===== config.mk =====
export PLATFORM = sky130hd
export DESIGN_NAME = npc_dist
export DESIGN_NICKNAME = d
export VERILOG_FILES = /design/src/rtl/npc_pkg.sv /design/src/rtl/npc_dist.sv
export SDC_FILE = /design/constraint.sdc
export NUM_CORES = 1
export LEC_CHECK = 0
export ABC_AREA = 1
export BUFFER_PORTS_ARGS = -buffer_cell sky130_fd_sc_hd__buf_2
export CAP_MARGIN = 20
export CELL_PAD_IN_SITES_DETAIL_PLACEMENT = 0
export CELL_PAD_IN_SITES_GLOBAL_PLACEMENT = 1
export CORE_ASPECT_RATIO = 1.75
export CORE_UTILIZATION = 49
export DETAILED_ROUTE_END_ITERATION = 8
export PLACE_DENSITY = 0.87
export SLEW_MARGIN = 10
export SYNTH_ARGS = -nofsm -noshare
export SYNTH_HDL_FRONTEND = slang
export SYNTH_SLANG_ARGS = --single-unit

===== constraint.sdc =====
create_clock -name clk_i -period 10.9 [get_ports clk_i]
set_clock_uncertainty 0.15 [all_clocks]
set_input_delay 3.27 -clock clk_i [delete_from_list [all_inputs] [get_ports clk_i]]
set_output_delay 3.27 -clock clk_i [all_outputs]
set_load 0.02 [all_outputs]

===== src/rtl/npc_pkg.sv =====
// Shared types and constants for the nearest palette color search.
// No dependencies; imported by every module of the block.
`default_nettype none

package npc_pkg;

  // Operation codes carried on the input tuser bit
  typedef enum logic {
    OP_WRITE = 1'b0,
    OP_QUERY = 1'b1
  } npc_op_e;

  localparam int unsigned ChanW  = 8;
  localparam int unsigned IndexW = 8;
  localparam int unsigned SqW    = 2 * ChanW;
  localparam int unsigned DistW  = SqW + 2;   // three squares summed

  typedef struct packed {
    logic [ChanW-1:0] red;
    logic [ChanW-1:0] green;
    logic [ChanW-1:0] blue;
  } npc_rgb_t;

  // Tag that travels with each scanned entry down the distance pipeline
  typedef struct packed {
    logic              valid;
    logic              first;
    logic              last;
    logic [IndexW-1:0] idx;
  } npc_tag_t;

endpackage

`default_nettype wire


===== src/rtl/npc_dist.sv =====
// Squared RGB distance pipeline: abs difference, square, sum; one stage each.
// Depends on npc_pkg for the color and tag types.
`default_nettype none

module npc_dist (
  input  wire                        clk_i,
  input  wire                        rst_ni,
  input  npc_pkg::npc_rgb_t          query_i,
  input  npc_pkg::npc_rgb_t          entry_i,
  input  npc_pkg::npc_tag_t          tag_i,
  output logic [npc_pkg::DistW-1:0]  dist_o,
  output npc_pkg::npc_tag_t          tag_o
);
  import npc_pkg::*;

  function automatic logic [ChanW-1:0] abs_diff(logic [ChanW-1:0] a, logic [ChanW-1:0] b);
    abs_diff = (a > b) ? (a - b) : (b - a);
  endfunction

  npc_rgb_t         diff_d, diff_q;
  logic [SqW-1:0]   sq_r_q, sq_g_q, sq_b_q;
  logic [DistW-1:0] dist_q;
  npc_tag_t         tag1_q, tag2_q, tag3_q;

  always_comb begin
    diff_d.red   = abs_diff(entry_i.red,   query_i.red);
    diff_d.green = abs_diff(entry_i.green, query_i.green);
    diff_d.blue  = abs_diff(entry_i.blue,  query_i.blue);
  end

  always_ff @(posedge clk_i or negedge rst_ni) begin
    if (!rst_ni) begin
      tag1_q <= '0;
      tag2_q <= '0;
      tag3_q <= '0;
    end else begin
      tag1_q <= tag_i;
      tag2_q <= tag1_q;
      tag3_q <= tag2_q;
    end
  end

  always_ff @(posedge clk_i) begin
    diff_q <= diff_d;
    sq_r_q <= SqW'(diff_q.red)   * SqW'(diff_q.red);
    sq_g_q <= SqW'(diff_q.green) * SqW'(diff_q.green);
    sq_b_q <= SqW'(diff_q.blue)  * SqW'(diff_q.blue);
    dist_q <= DistW'(sq_r_q) + DistW'(sq_g_q) + DistW'(sq_b_q);
  end

  assign dist_o = dist_q;
  assign tag_o  = tag3_q;

endmodule

`default_nettype wire


======== Yosys cells after proc, flatten, opt, wreduce, memory -nomap -nowiden ========
Cells that the tools add are included.
cells by class
  muxes and demuxes ....................... 3
  multiply operators ...................... 3
  $add $sub $neg .......................... 8
  magnitude comparators ................... 3
operator list
  cell                                          number
  8-bit by 8-bit multiplier with 16-bit output  3
  8-bit subtractor                              6
  8-bit greater-than comparator                 3
  8-bit 2-to-1 mux                              3
  17-bit by 16-bit adder with 18-bit output     1
  16-bit by 16-bit adder with 17-bit output     1
storage, ports and cells
  bits in registers ....................... 123
  output and inout bits ................... 29
  logic and storage cells ................. 36

======== Depth between registers and ports, before layout ========
  word-level depth ........................ 2
  gate-level depth with buffers ........... 20
  gate-level depth less buffers ........... 19

======== Worst setup path before layout ========
Ideal clock, no wire load.
  path type ............................... input to register
  from .................................... input entry_i[16] (netlist name)
  to ...................................... register diff_q[20] (netlist name)
  arrival ................................. 4512 ps
  required time ........................... 10635 ps
  stages .................................. 10
  path slack .............................. 6123 ps
  path through ............................ inv_1 > ha_1 > fa_1 > o21ai_1 > nand3_1 > nand2_1 > nand2_2 > buf_6 > nand2_1 > o21ai_2
RTL lines
  what                  line            text
  from (decl)           npc_dist.sv:9   input npc_pkg::npc_rgb_t entry_i,
  to (signal assigned)  npc_dist.sv:44  diff_q <= diff_d;
  to (decl)             npc_dist.sv:20  npc_rgb_t diff_d, diff_q;

==> impl_metrics.yaml <==
cts:
  postCtsHoldBufs: 0
  post_cts_buffers: 0
  clk_pin_slew_worst_paths_ps: 60
  clkLatencyLatePin_ps: 420
  cts-root-buf: "clkbuf_16"
  cts_sinks: 120
  cts_buffer_depth: 2
  ctsResizeCount: 0
  h-tree-depth: 4
  cts_tree: "yes"
  cts_made_buffers: 17
floorplan:
  io-pin-count: 90
  die_x_um: 119
  start_util_pct: 50.1
  core_area_um2: 23300
  die_area_um2: 24500
  placementRows: 74
  die_y_um: 206
cells_and_area:
  num-nets-final: 1966
  drive_above_1_share_pct: 8.13
  synthToLayoutAreaGrowth_pct: 10.9
  layout_commonest_cell: "nand2_1"
  layout_common_cells: "nand2_1, inv_1, ha_1"
  num_antenna_cells: 0
timing:
  slew_headroom_pct: 55.5
  setup_viol: 0
  fmax_mhz: 218
  rsz0062_at_grt: "no"
  period_minus_slack_ps: 4580
  maxSlewViolCount: 0
  tightest_slew_ps: 667
  hold_viol: 0
  min_period_over_period_pct: 42.0
  setup_tns_ps: 0
global_route:
  overflow: 0
  grt_pass1_wl_um: 39400
  grt_usage_pct: 20.2
  grt_max_degree: 34
  grt_pass1_vias: 9321
  grt_antenna_before_repair: 0
logic_synthesis:
  ys_ff_latch: 120
  ys.flop_type: "dfxtp_1"
  yosysUniqueCellTypes: 30
  ys_warn_count: 0
  yosysSeqAreaShare_pct: 22.0
  async_flop_share_pct: 27.5
  syn-cell-area_um2: 11700
  avgSynthCellArea_um2: 7.37
  synth-edff-count: 0
  postSynthCellCount: 1584
routing:
  drt_first_pass_iters: 6
  vias: 9339
  initialDrtViolationCount: 254
  finalWirelength_um: 23100
  drc_errors: 0
  vias_per_cell: 4.72
  drt-wirelength-per-cell_um: 11.7
  ant_nets: 0
flow_run:
  cap_viol_max_count: 0
run_status:
  status: "finished, final reports clean"
placement:
  dp_hpwl_um: 19900
  gp_congestion: 0.884
  portBuffers: 89
critical_path:
  crit_path_max_fanout: 11
  endpoint_kind: "flip-flop"
  cp-start-kind: "input port"
  critPathArrivalTime_ps: 4790
  r2r_slack_ps: 6600
  cp_data_required_time_ps: 11120
  path_class: "in2reg"
worst_hold_path:
  hp-class: "reg2reg"
-- layout make-up --
type | count | area (um2)
Clock inverter | 14 | 188
Fill cell | 2336 | 10400
Tap cell | 304 | 380
Multi-Input combinational cell | 1042 | 7470
Timing Repair Buffer | 89 | 445
Inverter | 390 | 1460
Clock buffer | 18 | 429
Sequential cell | 120 | 2570
-- logic make-up (layout without fill, tap and decap cells) --
logic type	count (synthesis)	in the layout	synth area share (%)
and+or+nand+nor	643	643	22.6
buffers and inverters	424	511	14.1
adders and majority gates	245	245	32.5
DFF	120	120	22.0
AOI/OAI and AO/OA	84	84	3.82
xor gates and xnor gates	66	66	4.95
other	1	3	0.0321
muxes	1	1	0.0857
-- state kept, by name, summed over array words and instances, names as in the netlist --
signal  count
dist_o     18
sq_b_q     15
sq_r_q     15
tag_o      11
tag1_q     11
tag2_q     11
diff_q     24
sq_g_q     15
-- worst max-delay path, stage by stage --
cell and delay, ps:
buf_2 110, ha_1 220, fa_1 400, inv_1 70, nand2_1 40, nand2_1 110, nand3_1 70, nand2_1 80
nand2_2 150, inv_1 160, nand2_1 60, nand2_1 50
-- layer usage --
layer  wire [um]  up-vias  GRT usage (%)
met2       12800      147           40.5
met4         994        0           10.8
met3         520       54           2.65
met1        8760     4262           19.6
li1            -     4876              -
met5           0        -              0
-- cells in the mapped netlist, drive strengths merged (6+ instances only) --
cell type	number	share of area [%]
nand2	447	14
inv	390	13
ha	148	16
fa	97	17
dfxtp	87	15
nand3	81	3.5
nor2	76	2.5
a21oi	55	2.4
xor2	46	3.4
dfrtp	33	7.1
o21ai	23	1.1
clkbuf	22	0.71
nand4	22	1.2
xnor2	20	1.5
buf	12	0.86
nor3	6	0.26
o21bai	6	0.39
or2	6	0.36
-- metrics by stage --
step | instances | setup slack, ps | hold slack (ps) | area (um2) | utilization [%]
6_report | 1977 | 6320 | 194 | 12900 | 55.5
5_1_grt | 1977 | 6120 | 199 | 12900 | 55.5
3_3_place_gp | 1945 | 5920 | 183 | 12300 | 52.9
4_1_cts | 1977 | 6320 | 197 | 12900 | 55.5
3_5_place_dp | 1945 | 5880 | 185 | 12300 | 52.9
2_1_floorplan | 1586 | 6120 | 179 | 11700 | -
-- final timing paths --
path / startpoint / depth (start not counted) / endpoint
setup / recovery: query_i[0] / 12 / diff_q[6]
max in group asynchronous: rst_ni / 1 / tag1_q[3]
hold reg to reg: tag1_q[0] / 0 / tag2_q[0]
hold / removal: tag1_q[0] / 0 / tag2_q[0]
setup reg to reg: diff_q[18] / 15 / sq_r_q[12]
min in group asynchronous: rst_ni / 1 / tag2_q[4]
Power is not shown: default switching activity piles up to over one toggle a cycle in this logic, so the estimate is an artifact.
